--- config.mk ---
export PLATFORM = sky130hd
export DESIGN_NAME = ismu_seq
export DESIGN_NICKNAME = d
export VERILOG_FILES = /design/src/hdl/ismu_pkg.sv /design/src/hdl/ismu_seq.sv
export SDC_FILE = /design/constraint.sdc
export NUM_CORES = 1
export LEC_CHECK = 0
export BUFFER_PORTS_ARGS = -buffer_cell sky130_fd_sc_hd__buf_2
export CAP_MARGIN = 40
export CORE_UTILIZATION = 40
export CTS_CLUSTER_DIAMETER = 200
export DETAILED_ROUTE_END_ITERATION = 8
export PLACE_DENSITY = 0.7
export SLEW_MARGIN = 0
export SYNTH_ARGS = -nofsm -noshare
export SYNTH_HDL_FRONTEND = slang
export SYNTH_SLANG_ARGS = --single-unit
--- constraint.sdc ---
create_clock -name clk_i -period 3 [get_ports clk_i]
set_input_delay 0.15 -clock clk_i [delete_from_list [all_inputs] [get_ports clk_i]]
set_output_delay 0.15 -clock clk_i [all_outputs]
set_load 0.02 [all_outputs]
--- src/hdl/ismu_pkg.sv ---
// Package for the Ising Metropolis site update block.
// Holds the request and result types, register indexes, sequencer states and shared constants.
// No dependencies.
`default_nettype none
package ismu_pkg;

  localparam int unsigned THR_W     = 17;
  localparam int unsigned CFG_IDX_W = 4;
  localparam int unsigned NUM_THR   = 4;
  localparam int unsigned SUM_W     = 16;
  localparam int unsigned RND_W     = 16;
  localparam int unsigned NB_W      = 4;

  localparam logic OP_LOAD   = 1'b0;
  localparam logic OP_UPDATE = 1'b1;

  localparam logic [CFG_IDX_W-1:0] REG_THR_DE2 = 4'd0;
  localparam logic [CFG_IDX_W-1:0] REG_THR_DE4 = 4'd1;
  localparam logic [CFG_IDX_W-1:0] REG_THR_DE6 = 4'd2;
  localparam logic [CFG_IDX_W-1:0] REG_THR_DE8 = 4'd3;

  localparam logic [2:0] SLOT_CENTER = 3'd0;
  localparam logic [2:0] SLOT_UP     = 3'd1;
  localparam logic [2:0] SLOT_DOWN   = 3'd2;
  localparam logic [2:0] SLOT_LEFT   = 3'd3;
  localparam logic [2:0] SLOT_RIGHT  = 3'd4;

  localparam logic [THR_W-1:0] ALU_ONE       = 17'd1;
  localparam logic [THR_W-1:0] ALU_MINUS_ONE = 17'h1FFFF;
  localparam logic [THR_W-1:0] ALU_TWO       = 17'd2;
  localparam logic [THR_W-1:0] ALU_MINUS_TWO = 17'h1FFFE;

  typedef enum logic [2:0] {
    ST_CLEAR,
    ST_IDLE,
    ST_READ,
    ST_LAST,
    ST_CMP,
    ST_WRITE,
    ST_DONE
  } state_e;

  typedef struct packed {
    logic             op;
    logic [6:0]       row;
    logic [6:0]       column;
    logic             spin_value;
    logic [RND_W-1:0] random_fraction;
  } ismu_in_t;

  typedef struct packed {
    logic                    flipped;
    logic signed [SUM_W-1:0] magnetization_sum;
  } ismu_out_t;

  typedef struct packed {
    logic [THR_W-1:0] a;
    logic [THR_W-1:0] b;
  } alu_req_t;

  typedef struct packed {
    logic             borrow;
    logic [THR_W-1:0] diff;
  } alu_rsp_t;

  typedef struct packed {
    logic en;
    logic we;
    logic wdata;
  } ram_ctl_t;

endpackage
`default_nettype wire

--- src/hdl/ismu_seq.sv ---
// Sequencer of the site update block: lattice clearing, neighbor reads, accept decision, write-back.
// Drives the shared subtractor and the lattice memory. Uses ismu_pkg.
`default_nettype none
module ismu_seq
  import ismu_pkg::*;
#(
  parameter int unsigned SIDE        = 128,
  parameter int unsigned RANDOM_BITS = 16,
  localparam int unsigned DEPTH      = SIDE * SIDE,
  localparam int unsigned AW         = $clog2(DEPTH)
) (
  input  logic                          clk_i,
  input  logic                          rst_ni,
  input  logic                          in_valid_i,
  output logic                          in_ready_o,
  input  ismu_in_t                      in_data_i,
  input  logic [NUM_THR-1:0][THR_W-1:0] thr_i,
  input  logic                          out_free_i,
  output logic                          done_o,
  output ismu_out_t                     result_o,
  output alu_req_t                      alu_req_o,
  input  alu_rsp_t                      alu_rsp_i,
  output ram_ctl_t                      ram_ctl_o,
  output logic [AW-1:0]                 ram_addr_o,
  input  logic                          ram_rdata_i
);

  localparam logic [AW-1:0] SIDE_A     = AW'(SIDE);
  localparam logic [AW-1:0] ONE_A      = AW'(1);
  localparam logic [AW-1:0] LAST_A     = AW'(DEPTH - 1);
  localparam logic [SUM_W-1:0] TOTAL_RESET = SUM_W'(-(SIDE * SIDE));
  localparam logic [RND_W-1:0] RAND_MASK =
    (RANDOM_BITS >= RND_W) ? {RND_W{1'b1}} : RND_W'((32'd1 << RANDOM_BITS) - 32'd1);

  state_e                state_q, state_d;
  logic [2:0]            step_q, step_d;
  ismu_in_t              req_q, req_d;
  logic [AW-1:0]         idx_q, idx_d;
  logic [4:0]            pres_q, pres_d;
  logic                  spin_q, spin_d;
  logic signed [NB_W-1:0] nb_q, nb_d;
  logic                  accept_q, accept_d;
  logic                  flipped_q, flipped_d;
  logic [SUM_W-1:0]      total_q, total_d;
  logic [AW-1:0]         clr_q, clr_d;

  logic                  cap_en;
  logic [2:0]            cap_slot;
  logic                  de_pos;
  logic [NB_W-1:0]       mag;
  logic [1:0]            thr_sel;
  logic                  chg;
  logic                  new_spin;
  logic                  in_range;

  always_ff @(posedge clk_i or negedge rst_ni) begin
    if (!rst_ni) begin
      state_q <= ST_CLEAR;
      clr_q   <= '0;
      total_q <= TOTAL_RESET;
    end else begin
      state_q <= state_d;
      clr_q   <= clr_d;
      total_q <= total_d;
    end
  end

  always_ff @(posedge clk_i) begin
    step_q    <= step_d;
    req_q     <= req_d;
    idx_q     <= idx_d;
    pres_q    <= pres_d;
    spin_q    <= spin_d;
    nb_q      <= nb_d;
    accept_q  <= accept_d;
    flipped_q <= flipped_d;
  end

  always_comb begin
    state_d    = state_q;
    step_d     = step_q;
    req_d      = req_q;
    idx_d      = idx_q;
    pres_d     = pres_q;
    spin_d     = spin_q;
    nb_d       = nb_q;
    accept_d   = accept_q;
    flipped_d  = flipped_q;
    total_d    = total_q;
    clr_d      = clr_q;
    in_ready_o = 1'b0;
    done_o     = 1'b0;
    alu_req_o  = '0;
    ram_ctl_o  = '0;
    ram_addr_o = idx_q;
    cap_en     = 1'b0;
    cap_slot   = SLOT_CENTER;
    chg        = 1'b0;
    new_spin   = 1'b0;

    in_range = (32'(in_data_i.row) < SIDE) && (32'(in_data_i.column) < SIDE);
    de_pos   = spin_q ? (nb_q > 4'sd0) : (nb_q < 4'sd0);
    mag      = spin_q ? nb_q : -nb_q;
    thr_sel  = mag[1:0] - 2'd1;

    case (state_q)
      ST_CLEAR: begin
        ram_ctl_o  = '{en: 1'b1, we: 1'b1, wdata: 1'b0};
        ram_addr_o = clr_q;
        clr_d      = clr_q + ONE_A;
        if (clr_q == LAST_A) begin
          state_d = ST_IDLE;
        end
      end
      ST_IDLE: begin
        in_ready_o = 1'b1;
        if (in_valid_i) begin
          req_d     = in_data_i;
          idx_d     = AW'(AW'(in_data_i.row) * SIDE_A + AW'(in_data_i.column));
          pres_d[0] = 1'b1;
          pres_d[1] = in_data_i.row != '0;
          pres_d[2] = (32'(in_data_i.row) + 32'd1) < SIDE;
          pres_d[3] = in_data_i.column != '0;
          pres_d[4] = (32'(in_data_i.column) + 32'd1) < SIDE;
          nb_d      = '0;
          step_d    = SLOT_CENTER;
          flipped_d = 1'b0;
          state_d   = in_range ? ST_READ : ST_DONE;
        end
      end
      ST_READ: begin
        ram_ctl_o.en = pres_q[step_q];
        case (step_q)
          SLOT_CENTER: ram_addr_o = idx_q;
          SLOT_UP:     ram_addr_o = idx_q - SIDE_A;
          SLOT_DOWN:   ram_addr_o = idx_q + SIDE_A;
          SLOT_LEFT:   ram_addr_o = idx_q - ONE_A;
          SLOT_RIGHT:  ram_addr_o = idx_q + ONE_A;
          default:     ram_addr_o = idx_q;
        endcase
        cap_en   = step_q != SLOT_CENTER;
        cap_slot = step_q - 3'd1;
        step_d   = step_q + 3'd1;
        if (step_q == SLOT_RIGHT) begin
          state_d = ST_LAST;
        end
      end
      ST_LAST: begin
        cap_en   = 1'b1;
        cap_slot = SLOT_RIGHT;
        state_d  = ST_CMP;
      end
      ST_CMP: begin
        alu_req_o.a = {1'b0, req_q.random_fraction & RAND_MASK};
        alu_req_o.b = thr_i[thr_sel];
        accept_d    = !de_pos || alu_rsp_i.borrow;
        state_d     = ST_WRITE;
      end
      ST_WRITE: begin
        if (req_q.op == OP_UPDATE) begin
          chg      = accept_q;
          new_spin = ~spin_q;
        end else begin
          chg      = spin_q != req_q.spin_value;
          new_spin = req_q.spin_value;
        end
        if (chg) begin
          ram_ctl_o   = '{en: 1'b1, we: 1'b1, wdata: new_spin};
          alu_req_o.a = {total_q[SUM_W-1], total_q};
          alu_req_o.b = new_spin ? ALU_MINUS_TWO : ALU_TWO;
          total_d     = alu_rsp_i.diff[SUM_W-1:0];
          flipped_d   = req_q.op == OP_UPDATE;
        end
        state_d = ST_DONE;
      end
      ST_DONE: begin
        if (out_free_i) begin
          done_o  = 1'b1;
          state_d = ST_IDLE;
        end
      end
      default: begin
        state_d = ST_IDLE;
      end
    endcase

    if (cap_en) begin
      if (cap_slot == SLOT_CENTER) begin
        spin_d = ram_rdata_i;
      end else if (pres_q[cap_slot]) begin
        alu_req_o.a = {{(THR_W-NB_W){nb_q[NB_W-1]}}, nb_q};
        alu_req_o.b = ram_rdata_i ? ALU_MINUS_ONE : ALU_ONE;
        nb_d        = alu_rsp_i.diff[NB_W-1:0];
      end
    end
  end

  assign result_o.flipped           = flipped_q;
  assign result_o.magnetization_sum = total_q;

endmodule
`default_nettype wire

== Word level (Yosys, flattened, before mapping) ==
Index checks and enable logic that the tools add are counted.

* Logic and storage cells: 109
* Input bits: 123
* Output and inout bits: 70
* Register bits after elaboration: 79

* Equality and inequality tests: 17
* Muxes and demuxes: 44
* Bitwise gates (word level): 1
* $lt $le $gt $ge: 7
* Reduce and logical (&&, ||, !) cells: 15
* Add/subtract/negate cells: 12

{| class="wikitable"
|+ Operators by type and width
! cell !! number
|-
| $mux W34 || 4
|-
| $pmux W34 S2 || 1
|-
| $pmux W14 S4 || 1
|-
| $mux W17 || 3
|-
| $bmux W17 S2 || 1
|-
| $add A14 B1 Y14 const B || 2
|-
| $pmux W14 S2 || 1
|-
| $pmux W3 S7 || 1
|-
| $mux W4 || 5
|-
| $mux W3 || 6
|-
| $add A7 B1 Y8 const B || 2
|-
| $lt A8 B8 Y1 const B || 2
|-
| $add A14 B7 Y14 || 1
|-
| $add A14 B8 Y14 const B || 1
|-
| $eq A14 B14 Y1 const B || 1
|-
| $reduce_bool A7 Y1 || 2
|-
| $sub A14 B1 Y14 const B || 1
|-
| $sub A14 B8 Y14 const B || 1
|-
| $eq A3 B2 Y1 const B || 4
|-
| $eq A3 B3 Y1 const B || 4
|-
| $mux W1 || 12
|-
| $pmux W3 S2 || 2
|-
| $ne A2 B2 Y1 const B || 5
|-
| $lt A3 B4 Y1 const B || 2
|-
| 23 further kinds || 31
|}

== Depth between registers and ports, before layout ==
* Depth after elaboration: 9
* Mapped depth: 12
* Depth with buffers taken out: 11

== Worst setup path after synthesis ==
Ideal clock, no wire load.

* Kind: reg-to-output
* Start: register step_q[0]
* End: output port ram_addr_o[13]
* Path slack: -0.532 ns
* Arrival time: 3.382 ns
* Stages on the path, launching flop included: 12
* Buffers on the path: 1
* Data required time: 2.850 ns
* Path through: edfxtp_1 -> clkbuf_1 -> inv_1 -> ha_1 -> nand2_1 -> ha_1 -> and3_1 -> a221o_1 -> a2111oi_2 -> o31ai_1 -> xnor2_1 -> o31ai_1

* Cells in the longest elaborated chain, start to end: 3
* Elaborated cells between the ends (all ways): 6
* Those cells by class: eq/ne: 4; mux: 2

{| class="wikitable"
|+ Ends and longest elaborated chain
! element !! line !! RTL
|-
| start, declared || ismu_seq.sv:36 || <nowiki>logic [2:0] step_q, step_d;</nowiki>
|-
| start signal, assigned || ismu_seq.sv:69 || <nowiki>step_q <= step_d;</nowiki>
|-
| $eq A3 B3 Y1 (tied with other cells) || ismu_seq.sv:133 || <nowiki>case (step_q)</nowiki>
|-
| $pmux W14 S4 (*) || ismu_seq.sv:133 ||
|-
| $pmux W14 S2 (*) || ismu_seq.sv:106 || <nowiki>case (state_q)</nowiki>
|-
| end, declared || ismu_seq.sv:24 || <nowiki>output logic [AW-1:0] ram_addr_o,</nowiki>
|}

Every way passes the cells marked *; elsewhere a longest branch is shown, timed or not.

== Worst setup path after layout ==
* Start: register step_q[1]
* End: output port ram_addr_o[13]

Same word-level chain as after synthesis.

==> summary.md <==
Yosys
* share of flip-flops with an asynchronous set or reset: 41.8%
* Synth Area in Compound Gates: 16.0%
* fraction of synthesized cell area in xor and xnor cells: 5.52%
* number of synthesized flops with an enable pin: 42
* number of standard cells after synthesis: 529
* total standard cell area after synthesis: 5240 um^2
* yosys synthesis warning count: 0
* post-synthesis cell type count: 63
* Top FF cell, synth: sky130_fd_sc_hd__edfxtp_1
* area share of and/or/nand/nor cells after synthesis: 17.5%
* flop and latch count out of synthesis: 79
* proportion of synthesized area in mux cells: 8.72%
* Adder-Cell Fraction of Synth Area: 6.97%
* syn_area_per_cell: 9.90 um^2
* Net Count, Synth: 680
* main combinational cell family by area after synthesis: simple AND/OR/NAND/NOR gates
* sequential fraction of the synthesis area: 41.4%

Detailed routing
* violation count after the first detailed-routing iteration: 395
* via count: 5141
* routed wire length per instance: 17.3 um
* number of search-and-repair iterations in the first detailed-routing pass: 5
* DRT Wirelength: 16.2 mm
* ANT nets after route: 0
* number of remaining DRC errors: 0
* DR vias/cell: 5.50

Floorplanning
* Die Span Y: 116 um
* initial core utilization: 41.3%
* Core Region: 12700 um^2
* full die area: 13600 um^2
* floorplan die width: 116 um
* number of top-level design ports: 193
* row count: 41

Cells and area
* area of all placed cells without fillers: 7230 um^2
* leading cell type in the layout, fill and taps excluded: sky130_fd_sc_hd__buf_2
* antenna diode count: 0
* commonest non-fill, non-tap cells in the layout: 187 x sky130_fd_sc_hd__buf_2, 122 x sky130_fd_sc_hd__nand2_1, 42 x sky130_fd_sc_hd__edfxtp_1
* nets@finish: 909
* signed area change from the synthesized netlist to the final layout: 38.0%
* final core utilization: 57.0%
* fraction of layout cells with a size suffix above 1: 38.3%

CTS
* clock tree from TritonCTS: done
* Worst-Skew Late Latency: 330 ps
* CTS clk-pin slew, worst paths: 60 ps
* sink count of the clock tree: 79
* Longest Clk Path Bufs: 2
* number of levels in the clock H-tree: 3
* clock root buffer: sky130_fd_sc_hd__clkbuf_16
* total clock buffers created by CTS: 9

Min path
* Min-Delay Path Class: in -> reg

Critical path
* maximum fanout count along the critical path: 9
* Critical-path top delay cell: sky130_fd_sc_hd__edfxtp_1
* Setup crit end kind: output pin
* Slowest Stage Delay on Critical Path: 400 ps
* kind of critical path: reg -> out
* type of element launching the critical path: flop
* Worst EP arrival: 2950 ps
* worst path buffer plus inverter count: 3
* cells along the critical path: inv_2, ha_4, nand2_8, buf_4, ha_1, and4_4, a2111oi_4, o31ai_2, xnor2_2, o31ai_4, buf_6
* critical path's top delay family: compound AO/OA/AOI/OAI gates
* required arrival time at the worst endpoint: 2850 ps

Global route
* first-pass GRT wire length: 24.8 mm
* antenna violations before repair: 0
* maximum number of pins on one net before global-route repair: 35
* leftover overflow at the end of global routing: 0
* met2 track demand over resource: 39.3%
* GR peak layer: met2
* total track usage: 23.9%
* number of global-route vias before repair: 4867
* global-route met1 utilization: 32.3%
* Global Route met3 Usage: 4.77%

Power and ir drop
* maximum vdd drop: 0.345 mV
* P_leak: 3.31 nW
* power density normalized to cell area: 318 nW/um^2

STA
* endpoints failing hold: 0
* Worst Tran Pin Value: 826 ps
* Relative slew margins: 45.0%
* Setup Skew: 4.43 ps
* final critical path time including I/O delays and setup: 3100 ps
* Pins Over Slew Limit: 0
* highest clock rate: 323 MHz
* Setup Viol. Count Final: 5
* Period Utilization, post-route: 103%
* slack of the critical path: -95.5 ps
* RSZ-0062 raised after global routing: true

Placed design
* final estimated routing congestion in global placement: 0.930
* post-detailed-placement cell area: 6470 um^2
* Final HPWL DP: 11.9 mm
* Port-buffer cells: 191

Status
* result of the run: finished with violations
* violations in the final reports: negative setup slack

Job
* max cap viols: 0

[sequential cells by signal (all words and copies together) (netlist names)]
signal and flops:
req_q 18, total_q 16, clr_q 14, idx_q 14, nb_q 4, pres_q 4
state_q 3, step_q 3, accept_q 1, flipped_q 1, spin_q 1
[final timing paths]
path	from	endpoint	slack (ps)	depth (start not counted)
max in group asynchronous	rst_ni	clr_q[12]	2020	2
min in group asynchronous	rst_ni	total_q[6]	460	2
worst max register to register	state_q[0]	clr_q[10]	640	6
worst max-delay path	step_q[1]	ram_addr_o[13]	-100	11
worst min register to register	total_q[14]	total_q[14]	470	2
worst min-delay path	alu_rsp_i[12]	total_q[12]	10	3
[per-stage QoR]
| step | TNS (ps) | power [mW] | hold slack (ps) | worst slack, ps | std cells |
|---|---|---|---|---|---|
| 2_1_floorplan | 0 | 1.19 | -146 | 46.0 | 529 |
| 3_3_place_gp | 0 | 1.28 | 276 | 52.4 | 885 |
| 3_5_place_dp | -20.6 | 1.28 | 292 | -20.6 | 885 |
| 4_1_cts | -243 | 2.31 | 2.93 | -87.0 | 931 |
| 5_1_grt | -1160 | 2.37 | 13.2 | -246 | 935 |
| 6_report | -269 | 2.30 | 13.6 | -95.5 | 935 |
[cell type report]
cell class,instances,area (um^2)
timing repair buffer,243,1420
clock buffer,13,260
sequential,79,2170
fill,1131,5440
tap,172,215
clock inverter,3,17.5
multi-input combinational,404,3070
inverter,21,78.8
[kinds of logic after synthesis]
kind of cell,count (synthesis)
flops,79
compound gates,119
buf+inv,46
fa+ha+maj,28
simple gates,201
xor+xnor,33
mux,23
[tightest hold or removal path, cell delays in order]
cell                      delay (ps)
sky130_fd_sc_hd__buf_2            70
sky130_fd_sc_hd__nand2_1          40
sky130_fd_sc_hd__nand2_1          50
[power breakdown]
group	switching, mW	internal, mW	total [mW]
registers	0	1.14	1.14
logic	0.0495	0.0930	0.142
clock network	0.412	0.603	1.02
total	0.462	1.84	2.30
[cell usage after synthesis, types with 4 or more instances]
library cell / count / area share [%]
sky130_fd_sc_hd__a21oi_1: 24 / 2.3
sky130_fd_sc_hd__nor2_1: 21 / 1.5
sky130_fd_sc_hd__a22oi_1: 5 / 0.72
sky130_fd_sc_hd__o22ai_1: 8 / 0.96
sky130_fd_sc_hd__clkbuf_1: 12 / 0.86
sky130_fd_sc_hd__inv_1: 21 / 1.5
sky130_fd_sc_hd__ha_1: 26 / 6.2
sky130_fd_sc_hd__xor2_1: 7 / 1.2
sky130_fd_sc_hd__a221o_1: 15 / 2.9
sky130_fd_sc_hd__buf_2: 9 / 0.86
sky130_fd_sc_hd__edfxtp_1: 42 / 24
sky130_fd_sc_hd__nand2_1: 123 / 8.8
sky130_fd_sc_hd__nand3_1: 6 / 0.57
sky130_fd_sc_hd__nand4_1: 9 / 1.1
sky130_fd_sc_hd__dfxtp_1: 4 / 1.5
sky130_fd_sc_hd__nor2b_1: 5 / 0.60
sky130_fd_sc_hd__dfrtp_1: 31 / 15
sky130_fd_sc_hd__a21o_1: 6 / 0.86
sky130_fd_sc_hd__mux2i_1: 4 / 0.76
sky130_fd_sc_hd__nor3_1: 9 / 0.86
sky130_fd_sc_hd__mux4_2: 17 / 7.3
sky130_fd_sc_hd__o21ai_0: 23 / 2.2
sky130_fd_sc_hd__xnor2_1: 26 / 4.3
sky130_fd_sc_hd__a221oi_1: 4 / 0.67
sky130_fd_sc_hd__a222oi_1: 7 / 1.3
sky130_fd_sc_hd__o31ai_1: 7 / 1.0
[per-layer routing]
metal	vias up	part of all wire (%)
met5	-	0
met2	207	50
met1	2512	42
met4	0	1.3
li1	2407	-
met3	15	6.9
[repair_timing]
action	4_1_cts	5_1_grt
pin swaps	6	4
gates resized for setup	22	8
hold endpoints to repair	53	0
setup buffers	7	4
setup endpoints to repair	7	19
hold buffers	23	0
(Power assumes the default switching activity.)
