--- src/hdl/ismu_pkg.sv ---
// Package for the Ising Metropolis site update block.
// Holds the request and result types, register indexes, sequencer states and shared constants.
// No dependencies.
`default_nettype none
package ismu_pkg;

  localparam int unsigned THR_W     = 17;
  localparam int unsigned CFG_IDX_W = 4;
  localparam int unsigned NUM_THR   = 4;
  localparam int unsigned SUM_W     = 16;
  localparam int unsigned RND_W     = 16;
  localparam int unsigned NB_W      = 4;

  localparam logic OP_LOAD   = 1'b0;
  localparam logic OP_UPDATE = 1'b1;

  localparam logic [CFG_IDX_W-1:0] REG_THR_DE2 = 4'd0;
  localparam logic [CFG_IDX_W-1:0] REG_THR_DE4 = 4'd1;
  localparam logic [CFG_IDX_W-1:0] REG_THR_DE6 = 4'd2;
  localparam logic [CFG_IDX_W-1:0] REG_THR_DE8 = 4'd3;

  localparam logic [2:0] SLOT_CENTER = 3'd0;
  localparam logic [2:0] SLOT_UP     = 3'd1;
  localparam logic [2:0] SLOT_DOWN   = 3'd2;
  localparam logic [2:0] SLOT_LEFT   = 3'd3;
  localparam logic [2:0] SLOT_RIGHT  = 3'd4;

  localparam logic [THR_W-1:0] ALU_ONE       = 17'd1;
  localparam logic [THR_W-1:0] ALU_MINUS_ONE = 17'h1FFFF;
  localparam logic [THR_W-1:0] ALU_TWO       = 17'd2;
  localparam logic [THR_W-1:0] ALU_MINUS_TWO = 17'h1FFFE;

  typedef enum logic [2:0] {
    ST_CLEAR,
    ST_IDLE,
    ST_READ,
    ST_LAST,
    ST_CMP,
    ST_WRITE,
    ST_DONE
  } state_e;

  typedef struct packed {
    logic             op;
    logic [6:0]       row;
    logic [6:0]       column;
    logic             spin_value;
    logic [RND_W-1:0] random_fraction;
  } ismu_in_t;

  typedef struct packed {
    logic                    flipped;
    logic signed [SUM_W-1:0] magnetization_sum;
  } ismu_out_t;

  typedef struct packed {
    logic [THR_W-1:0] a;
    logic [THR_W-1:0] b;
  } alu_req_t;

  typedef struct packed {
    logic             borrow;
    logic [THR_W-1:0] diff;
  } alu_rsp_t;

  typedef struct packed {
    logic en;
    logic we;
    logic wdata;
  } ram_ctl_t;

endpackage
`default_nettype wire

--- src/hdl/ismu_alu.sv ---
// Shared subtractor of the site update block: difference and borrow of two 17-bit operands.
// Serves neighbor accumulation, threshold compare and spin sum update. Uses ismu_pkg.
`default_nettype none
module ismu_alu
  import ismu_pkg::*;
(
  input  alu_req_t req_i,
  output alu_rsp_t rsp_o
);

  always_comb begin
    rsp_o = {1'b0, req_i.a} - {1'b0, req_i.b};
  end

endmodule
`default_nettype wire

--- config.mk ---
export PLATFORM = sky130hd
export DESIGN_NAME = ismu_alu
export DESIGN_NICKNAME = d
export VERILOG_FILES = /design/src/hdl/ismu_pkg.sv /design/src/hdl/ismu_alu.sv
export SDC_FILE = /design/constraint.sdc
export NUM_CORES = 1
export LEC_CHECK = 0
export BUFFER_PORTS_ARGS = -buffer_cell sky130_fd_sc_hd__buf_2
export CORE_AREA = 5 5 49 51
export DETAILED_ROUTE_END_ITERATION = 16
export DIE_AREA = 0 0 54 56
export PLACE_DENSITY = 0.81
export RECOVER_POWER = 100
export SETUP_SLACK_MARGIN = 0.2
export SLEW_MARGIN = 20
export SYNTH_ARGS = -nofsm -noshare
export SYNTH_HDL_FRONTEND = slang
export SYNTH_SLANG_ARGS = --single-unit
--- constraint.sdc ---
create_clock -name vclk -period 2.5
set_input_delay 0.125 -clock vclk [all_inputs]
set_output_delay 0.125 -clock vclk [all_outputs]
set_load 0.01 [all_outputs]
Yosys cells after proc, flatten, opt, wreduce, memory -nomap -nowiden
Index checks and enable logic that the tools add are counted. Widths: inputs -> output; s select.

Flip-flop bits (word level): 0. Input bits: 34. Output and inout port bits: 18. Logic and storage cells: 1.

$add $sub $neg: 1.

Operators with widths (number): $sub 17x17->18 (1).

Longest topological paths before layout
Gate-level depths: netlist of run 1.

Word-level depth: 1. Mapped depth: 10. Depth with buffers taken out: 10.

Least setup slack after synthesis of run 1
Ideal clock, no wire load.

Kind: input port to output port. Start: input port req_i[17] (netlist name). End: output port rsp_o[16] (netlist name). Data arrival time: 2.078 ns. Data required time: 2.375 ns. Slack: 0.297 ns. Stages: 10. Buffers on the path: 0. Path through: inv_1 ha_1 inv_1 fa_1 a21o_1 a221o_2 a221oi_4 a21oi_2 a211oi_2 xnor2_1.

RTL lines: from (decl) (line ismu_alu.sv:7) `input alu_req_t req_i,`; to (decl) (line ismu_alu.sv:8) `output alu_rsp_t rsp_o`.

==> results of run 1 <==
==> routing by layer <==
metal / track usage / up-vias / part of all wire
li1: - / 540 / -
met1: 0.184 / 435 / 0.41
met2: 0.279 / 35 / 0.50
met3: 0.0107 / 2 / 0.082
met4: 0.00712 / 0 / 0.0035
met5: 0 / - / 0
==> placed cells by master (no fill, tap or decap), types with 2 or more instances in the layout <==
master	n
buf_2	35
a21o_1	3
o21ai_0	5
o21a_1	4
clkbuf_1	16
a21oi_2	3
and3_1	3
buf_4	7
inv_1	19
nand2b_1	2
a211oi_1	2
nor2_1	10
a21oi_1	8
o2111ai_1	2
o21bai_1	2
xor2_1	4
buf_6	2
xnor2_1	8
nand2_1	5
ha_1	16
==> worst max-delay path, stage by stage <==
cell and delay [ns]:
buf_6 0.10, inv_4 0.04, ha_4 0.12, inv_2 0.03, fa_2 0.33, a21o_1 0.20
a221o_2 0.39, buf_4 0.15, buf_6 0.11, a21o_2 0.20, a21oi_2 0.15, xnor2_1 0.13
clkbuf_1 0.18
==> timing repair <==
item | CTS | global route
setup endpoints to repair | 3 | 5
pin swaps | 9 | 9
setup buffers | 5 | 3
gates resized for setup | 8 | 3
==> cells in the mapped netlist (2+ instances only) <==
master	instances	area, um^2
xnor2_1	9	78.8
inv_1	21	78.8
a21oi_1	10	50.1
and3_1	3	18.8
o21ai_0	5	25.0
o21bai_1	2	15.0
o21a_1	4	30.0
ha_1	17	213
o2111ai_1	2	17.5
nand2_1	5	18.8
a211oi_1	2	15.0
nor2_1	10	37.5
nand2b_1	2	12.5
xor2_1	4	35.0
a21o_1	3	22.5
==> path summary, 6_finish.rpt <==
kind                   from       end  cells past startpoint  slack [ns]
setup / recovery  req_i[17]  rsp_o[8]                     13        0.11
hold / removal     req_i[0]  rsp_o[0]                      4        0.62
==> final cells by class <==
class,count,area share
timing repair buffer,60,0.253
inverter,21,0.0664
tap,27,0.0276
multi-input combinational,97,0.653
==> stage by stage <==
step           instances  setup TNS [ns]  total power [mW]
3_5_place_dp         197         -0.0372             0.333
2_1_floorplan        118               0             0.223
4_1_cts              202               0             0.352
6_report             205               0             0.352
5_1_grt              205               0             0.394
3_3_place_gp         197               0             0.327
==> where the power goes <==
part	internal (mW)	switching [mW]	total, mW
Sequential	0	0	0
Combinational	0.166	0.186	0.352
Clock	0	0	0
==> logic make-up (layout without fill, tap and decap cells) <==
logic type / Yosys count / count (layout) / synth area share
and+or+nand+nor: 24 / 24 / 0.133
AOI/OAI and AO/OA: 42 / 42 / 0.366
buffers and inverters: 21 / 81 / 0.0929
xor gates and xnor gates: 13 / 13 / 0.134
adders and majority gates: 18 / 18 / 0.274
==> summary.md, run 1 <==
| Metric | Value |
|---|---|
| Mapped Area | 848 um^2 |
| RD Place Congestion | 0.794 |
| Antenna Nets Post-Route | 0 |
| Max Clk Rate | 418 MHz |
| Worst slew margin | 0.704 |
| Crit Path Max Fanout | 3 |
| Routed vias/inst | 4.94 |
| Die area | 3020 um^2 |
| Seq Cell Count | 0 |
| Unrepaired setup endpoints after global routing | true |
| Drt initial violations | 8 |
| Slew @ Worst Pin | 0.440 ns |
| Overflow after GRT | 0 |
| Number of global-route vias before repair | 951 |
| Fin. Hold Viols | 0 |
| Pre-CTS WS | -0.0372 ns |
| Drt pass-1 iters | 4 |
| Synth cell types | 34 |
| Max VDD drop | 0.000148 V |
| Final setup violation count | 0 |
| Placement row count | 16 |
| Num ports | 52 |
| Syn Area/Cell | 7.19 um^2 |
| Core Area | 1900 um^2 |
| PD cells | 288 nW/um^2 |
| CLK BUF | 0 |
| Share of layout cells above drive strength 1 | 0.315 |
| Drt drc | 0 |
| Tmin final | 2.39 ns |
| Starting Density | 0.446 |
| Post-DP Area | 1140 um^2 |
| Static Leak | 0.653 nW |
| Mapped Cells | 118 |
| Final wirelength | 2.28 mm |
| Multi-input logic area | 800 um^2 |
| Max-cap viol count | 0 |
| Final HPWL DP | 1.88 mm |
| WL per Instance | 11.1 um |
| Chip height | 56 um |
| Outcome | completed |
| Fillers | 174 |
| CP endpoint kind | output port |
| Setup crit start kind | input port |
| Vias | 1012 |
| GR Util All Layers | 0.148 |
| Period utilization | 0.956 |
| Initial antenna violation count | 0 |
| IO Port Bufs | 52 |
| Area grow syn2layout | 44.4% |
| Setup ws final | 0.109 ns |
| Hold crit path type | in2out |
| Cts hold-fix bufs | 0 |
| Die X | 54 um |
| Final Max Slew Viols | 0 |
| Min Hold Slack | 0.616 ns |
| Ant diodes | 0 |
| Post-route cell area | 1220 um^2 |
| First-pass GRT wire length | 3.75 mm |
| Ys Warns | 0 |
| Kind of critical path | in2out |
| Final Util | 0.644 |
| Nets | 232 |
| Largest net degree at the start of global routing | 8 |
| Net Count, Synth | 170 |
| Sequential cell area | 0 um^2 |
| Worst path arrival time | 2.27 ns |
| Worst Path Required | 2.38 ns |
| Register area share after synthesis | 0 |
No activity file was read; power rests on OpenSTA's default activity.
==> run 2: changes to the inputs <==
- ABC_AREA: default -> 0
- CORE_AREA: 5 5 49 51 -> 5 5 43 64
- DIE_AREA: 0 0 54 56 -> 0 0 48 69
- PLACE_DENSITY: 0.81 -> 0.76
- clock period: 2.5 -> 2.1 ns (I/O delays scaled with it)
==> run 2 against run 1 <==
  * The flow now finishes with violations (setup timing)
  * Sequential cell count unchanged
  * Utilization is 2.4 points lower
  * Wire length up 22%
  * Total power up 35%
  * Die area increased by 9.5%
  * Sequential share of layout area unchanged
  * Count of clock-buffer cells in the layout did not move
  * Non-clock buffer count grew 8
  * Critical path depth unchanged
  * Setup slack got worse by 0.32 ns
  * Critical path type unchanged
  * Critical endpoint unchanged
  * Largest power group unchanged
  * Highest routed layer unchanged
==> summary.md, run 2 (same netlist as run 1, synthesis figures left out) <==
| Metric | Value |
|---|---|
| Outcome | complete, but fails checks (was completed) |
| Failing checks | setup timing |
| Initial antenna violation count | 0 (unchanged) |
| Starting Density | 0.394 (was 0.446) |
| Num ports | 52 (unchanged) |
| Share of layout cells above drive strength 1 | 0.414 (was 0.315) |
| Setup ws final | -0.213 ns (was 0.109 ns) |
| Core Area | 2150 um^2 (was 1900 um^2) |
| Final Max Slew Viols | 0 (unchanged) |
| Final Util | 0.620 (was 0.644) |
| Routed met2 length | 1.61 mm (was 1.15 mm) |
| Max Clk Rate | 432 MHz |
| Tmin final | 2.31 ns |
| Cts hold-fix bufs | 0 (unchanged) |
| Final HPWL DP | 2.26 mm (was 1.88 mm) |
| Switch Pwr | 0.244 mW (was 0.186 mW) |
| Unrepaired setup endpoints after global routing | true (unchanged) |
| Max-cap viol count | 0 (unchanged) |
| Drt pass-1 iters | 4 (unchanged) |
| Setup crit start kind | input port (unchanged) |
| Post-route cell area | 1340 um^2 (was 1220 um^2) |
| Worst slew margin | 0.751 (was 0.704) |
| RD Place Congestion | 0.832 (was 0.794) |
| Ant diodes | 0 (unchanged) |
| Crit Path Max Fanout | 3 (unchanged) |
| Slew @ Worst Pin | 0.370 ns (was 0.440 ns) |
| Worst path arrival time | 2.21 ns (was 2.27 ns) |
| Clock group share of total power | 0 (about the same) |
| Most common cell after layout, fill and taps aside | buf_2 (unchanged) |
| Vias | 1106 (was 1012) |
| Final wirelength | 2.77 mm (was 2.28 mm) |
| IO Port Bufs | 52 (unchanged) |
| Period utilization | 1.10 |
| Antenna Nets Post-Route | 0 (unchanged) |
| Met1 WL | 895 um (was 936 um) |
| PD cells | 356 nW/um^2 (was 288 nW/um^2) |
| CP endpoint kind | output port (unchanged) |
| Commonest cells after routing, fill and taps aside | 45 x buf_2, 19 x inv_1, 16 x ha_1, 15 x buf_4, 10 x nor2_1 (was 35 x buf_2, 19 x inv_1, 16 x ha_1, 16 x clkbuf_1, 10 x nor2_1) |
| Hold Path Origin | req_i[0] (unchanged) |
| Max VDD drop | 0.000170 V (was 0.000148 V) |
| Die X | 48 um (was 54 um) |
| Largest net degree at the start of global routing | 8 (unchanged) |
| WL per Instance | 13.3 um (was 11.1 um) |
| Fillers | 214 (was 174) |
| Die area | 3310 um^2 (was 3020 um^2) |
| Flop pwr share | 0 (about the same) |
| Post-DP Area | 1240 um^2 (was 1140 um^2) |
| Nets | 240 (was 232) |
| Number of global-route vias before repair | 1136 (was 951) |
| Switching part of the total power | 0.513 (was 0.528) |
| Chip height | 69 um (was 56 um) |
| Hold depth | 4 (unchanged) |
| Placement row count | 21 (was 16) |
| Fin. Hold Viols | 0 (unchanged) |
| Comb pwr share | 1.000 (about the same) |
| Static Leak | 0.728 nW (was 0.653 nW) |
| Drt initial violations | 16 (was 8) |
| First-pass GRT wire length | 4.46 mm (was 3.75 mm) |
| Worst Hold Endpoint | rsp_o[0] (unchanged) |
| GR Util All Layers | 0.168 (was 0.148) |
| Sequential cell area | 0 um^2 (unchanged) |
| Drt drc | 0 (unchanged) |
| Overflow after GRT | 0 (unchanged) |
| Met3 wire length | 215 um (was 187 um) |
| Final setup violation count | 6 (was 0) |
| Worst Path Required | 2.00 ns (was 2.38 ns) |
| Hold crit path type | in2out (unchanged) |
| CLK BUF | 0 (unchanged) |
| Internal | 0.232 mW (was 0.166 mW) |
| Kind of critical path | in2out (unchanged) |
| Routed vias/inst | 5.29 (was 4.94) |
| Area grow syn2layout | 57.4% (was 44.4%) |
| Seq Cell Count | 0 (unchanged) |
| Top Metal Used | met4 (unchanged) |
| Multi-input logic area | 828 um^2 (was 800 um^2) |
## run 2: cell types whose count changed in the layout (fill, tap and decap cells not counted), sizes merged
cell / change
clkbuf: -10
buf: +18
## run 2: power groups by stage
stage / clock [mW] / combinational [mW] / sequential, mW
2_1_floorplan: 0 / 0.269 / 0
3_3_place_gp: 0 / 0.423 / 0
3_5_place_dp: 0 / 0.435 / 0
4_1_cts: 0 / 0.473 / 0
5_1_grt: 0 / 0.522 / 0
6_report: 0 / 0.476 / 0
## run 2: repair_timing
item,CTS,global route
hold endpoints to repair,0,0
pin swaps,18,7
cloned,0,0
endpoints found under the setup margin,11,11
resized for setup,13,1
buffers inserted,4,2
## run 2: worst max-delay path, stage by stage
cell	delay, ns
buf_8	0.11
inv_12	0.04
ha_4	0.12
inv_2	0.03
fa_2	0.34
a21o_1	0.18
a221o_2	0.41
buf_4	0.16
buf_6	0.11
a21o_2	0.20
a21oi_2	0.13
xnor2_1	0.13
buf_2	0.15
## run 2: area by class of cell
type                       count  area share
multi-input combinational     97       0.620
inverter                      21      0.0684
tap                           23      0.0216
timing repair buffer          68       0.290
## run 2: through the flow
| stage | instances | TNS (ns) | power [mW] | hold WS [ns] | setup WS, ns |
|---|---|---|---|---|---|
| 5_1_grt | 209 | -1.98 | 0.522 | 0.591 | -0.331 |
| 3_5_place_dp | 203 | -1.08 | 0.435 | 0.571 | -0.259 |
| 6_report | 209 | -0.933 | 0.476 | 0.567 | -0.213 |
| 4_1_cts | 207 | -0.718 | 0.473 | 0.581 | -0.201 |
| 3_3_place_gp | 203 | -0.924 | 0.423 | 0.567 | -0.231 |
| 2_1_floorplan | 118 | 0 | 0.269 | 0.355 | 0.0430 |
## run 2: worst max path at each step
stage,startpoint,endpoint,slack [ns],cells after the start
detailed placement,req_i[17],rsp_o[16],-0.26,12
global placement,req_i[17],rsp_o[16],-0.23,12
CTS,req_i[17],rsp_o[16],-0.20,12
floorplan,req_i[17],rsp_o[16],0.04,10
finish,req_i[17],rsp_o[8],-0.21,13
global route,req_i[17],rsp_o[16],-0.33,12
## run 2: per-layer routing
layer	track usage	up-vias
met2	0.345	54
met3	0.0182	6
met5	0	-
met1	0.157	491
li1	-	555
met4	0.0299	0
==> run 3: changes to the inputs <==
- PLACE_DENSITY: 0.76 -> 0.79
==> run 3 against run 2 <==
  * First-iteration DRC count down 38%
  * Setup slack gained 0.015 ns
  * Total power is 2.8% lower
  * The run still ends with setup timing left
  * Sequential share of layout area unchanged
  * Non-clock buffer count down 3
  * Wire length fell by 4.3%
  * Final area shrank 1.7%
  * Utilization fell by 1.0 points
  * Global-route usage shrank 1.9 points
  * Final cell count is 1.4% lower
  * Largest cell class unchanged
  * Critical path depth did not move
  * Hold slack improved by 0.0043 ns
==> summary.md, run 3 (same netlist as run 1, synthesis figures left out) <==
| Metric | Value |
|---|---|
| Area grow syn2layout | 54.7% (was 57.4%) |
| Starting Density | 0.394 (unchanged) |
| Seq Cell Count | 0 (unchanged) |
| Final wirelength | 2.66 mm (was 2.77 mm) |
| Commonest cells after routing, fill and taps aside | 45 x buf_2, 19 x inv_1, 16 x ha_1, 13 x buf_4, 9 x nor2_1 (was 45 x buf_2, 19 x inv_1, 16 x ha_1, 15 x buf_4, 10 x nor2_1) |
| Period utilization | 1.09 (was 1.10) |
| Pre-CTS WS | -0.289 ns (was -0.259 ns) |
| Placement row count | 21 (unchanged) |
| GR Util All Layers | 0.149 (was 0.168) |
| Drt pass-1 iters | 4 (unchanged) |
| WL per Instance | 12.9 um (was 13.3 um) |
| Clock group share of total power | 0 (about the same) |
| Sequential cell area | 0 um^2 (unchanged) |
| Final setup violation count | 7 (was 6) |
| Placed Instances | 202 (was 203) |
| Setup ws final | -0.197 ns (was -0.213 ns) |
| Overflow after GRT | 0 (unchanged) |
| CP endpoint kind | output port (unchanged) |
| IO Port Bufs | 52 (unchanged) |
| Setup crit start kind | input port (unchanged) |
| Unrepaired setup endpoints after global routing | true (unchanged) |
| Hold depth | 4 (unchanged) |
| Number of global-route vias before repair | 1101 (was 1136) |
| RD Place Congestion | 0.870 (was 0.832) |
| Final HPWL DP | 2.21 mm (was 2.26 mm) |
| Num ports | 52 (unchanged) |
| Worst setup path start | req_i[17] (unchanged) |
| Antenna Nets Post-Route | 0 (unchanged) |
| Worst path arrival time | 2.19 ns (was 2.21 ns) |
| Largest net degree at the start of global routing | 8 (unchanged) |
| Die X | 48 um (unchanged) |
| Max-cap viol count | 0 (unchanged) |
| Final Max Slew Viols | 0 (unchanged) |
| Post-DP Area | 1230 um^2 (was 1240 um^2) |
| Chip height | 69 um (unchanged) |
| CLK BUF | 0 (unchanged) |
| First-pass GRT wire length | 4.05 mm (was 4.46 mm) |
| Non-filler cells, final | 206 (was 209) |
| Max VDD drop | 0.000206 V (was 0.000170 V) |
| Slew @ Worst Pin | 0.384 ns (was 0.370 ns) |
| Drt drc | 0 (unchanged) |
| Failing checks | setup timing (unchanged) |
| Hold crit path type | in2out (unchanged) |
| Cts hold-fix bufs | 0 (unchanged) |
| Ant diodes | 0 (unchanged) |
| Final Power | 0.462 mW (was 0.476 mW) |
| Switching part of the total power | 0.517 (was 0.513) |
| Core Area | 2150 um^2 (unchanged) |
| Worst Path Required | 2.00 ns (about the same) |
| Crit Path Max Fanout | 3 (unchanged) |
| Crit path capture | rsp_o[10] (was rsp_o[8]) |
| Final Util | 0.609 (was 0.620) |
| Routed vias/inst | 5.21 (was 5.29) |
| Comb pwr share | 1.000 (about the same) |
| Fillers | 222 (was 214) |
| Drt initial violations | 10 (was 16) |
| Most common cell after layout, fill and taps aside | buf_2 (unchanged) |
| Worst slew margin | 0.741 (was 0.751) |
| Share of layout cells above drive strength 1 | 0.426 (was 0.414) |
| Tmin final | 2.30 ns (was 2.31 ns) |
| PD cells | 352 nW/um^2 (was 356 nW/um^2) |
| Internal | 0.223 mW (was 0.232 mW) |
| Fin. Hold Viols | 0 (unchanged) |
| Die area | 3310 um^2 (unchanged) |
| Nets | 237 (was 240) |
| Outcome | complete, but fails checks (unchanged) |
| Flop pwr share | 0 (about the same) |
| Max Clk Rate | 435 MHz (was 432 MHz) |
| Switch Pwr | 0.239 mW (was 0.244 mW) |
| Initial antenna violation count | 0 (unchanged) |
| Post-route cell area | 1310 um^2 (was 1340 um^2) |
| Kind of critical path | in2out (unchanged) |
| Static Leak | 0.713 nW (was 0.728 nW) |
| Vias | 1073 (was 1106) |
run 3: metrics by stage:
stage | setup TNS, ns | hold slack, ns
2_1_floorplan | 0 | 0.355
3_3_place_gp | -0.945 | 0.566
3_5_place_dp | -1.19 | 0.575
4_1_cts | -0.696 | 0.586
5_1_grt | -1.67 | 0.604
6_report | -0.764 | 0.572
run 3: layout make-up:
type	count	area, um^2	area share
Multi-Input combinational cell	97	832	0.634
Inverter	21	91.3	0.0696
Timing Repair Buffer	65	360	0.275
Tap cell	23	28.8	0.0219
run 3: routing by layer:
metal,share of wire,global-route usage,vias to the layer above
met2,0.55,0.293,45
met1,0.34,0.144,479
met3,0.099,0.0208,2
met5,0,0,-
li1,-,-,547
met4,0.0060,0.0359,0
run 3: timing repair:
item / 4_1_cts / 5_1_grt
setup buffers: 1 / 3
pin swaps: 11 / 8
setup endpoints to repair: 11 / 11
gates resized for setup: 10 / 6
run 3: power groups by stage:
| stage | Clock [mW] | Sequential (mW) | Combinational (mW) |
|---|---|---|---|
| finish | 0 | 0 | 0.462 |
| global route | 0 | 0 | 0.510 |
| CTS | 0 | 0 | 0.452 |
| detailed placement | 0 | 0 | 0.430 |
| global placement | 0 | 0 | 0.420 |
| floorplan | 0 | 0 | 0.269 |
run 3: worst min-delay path by stage:
stage / slack (ns) / startpoint / to
finish: 0.57 / req_i[0] / rsp_o[0]
global route: 0.60 / req_i[0] / rsp_o[0]
CTS: 0.59 / req_i[0] / rsp_o[0]
detailed placement: 0.57 / req_i[0] / rsp_o[0]
global placement: 0.57 / req_i[0] / rsp_o[0]
floorplan: 0.36 / req_i[0] / rsp_o[0]
run 3: critical path, stage by stage:
cell and delay (ns):
buf_8 0.11, inv_12 0.04, ha_4 0.11, inv_2 0.03, fa_2 0.33, a21o_1 0.20
a221o_2 0.38, buf_4 0.15, a211oi_2 0.16, o21bai_1 0.12, a21oi_1 0.17, xnor2_1 0.12
buf_2 0.14
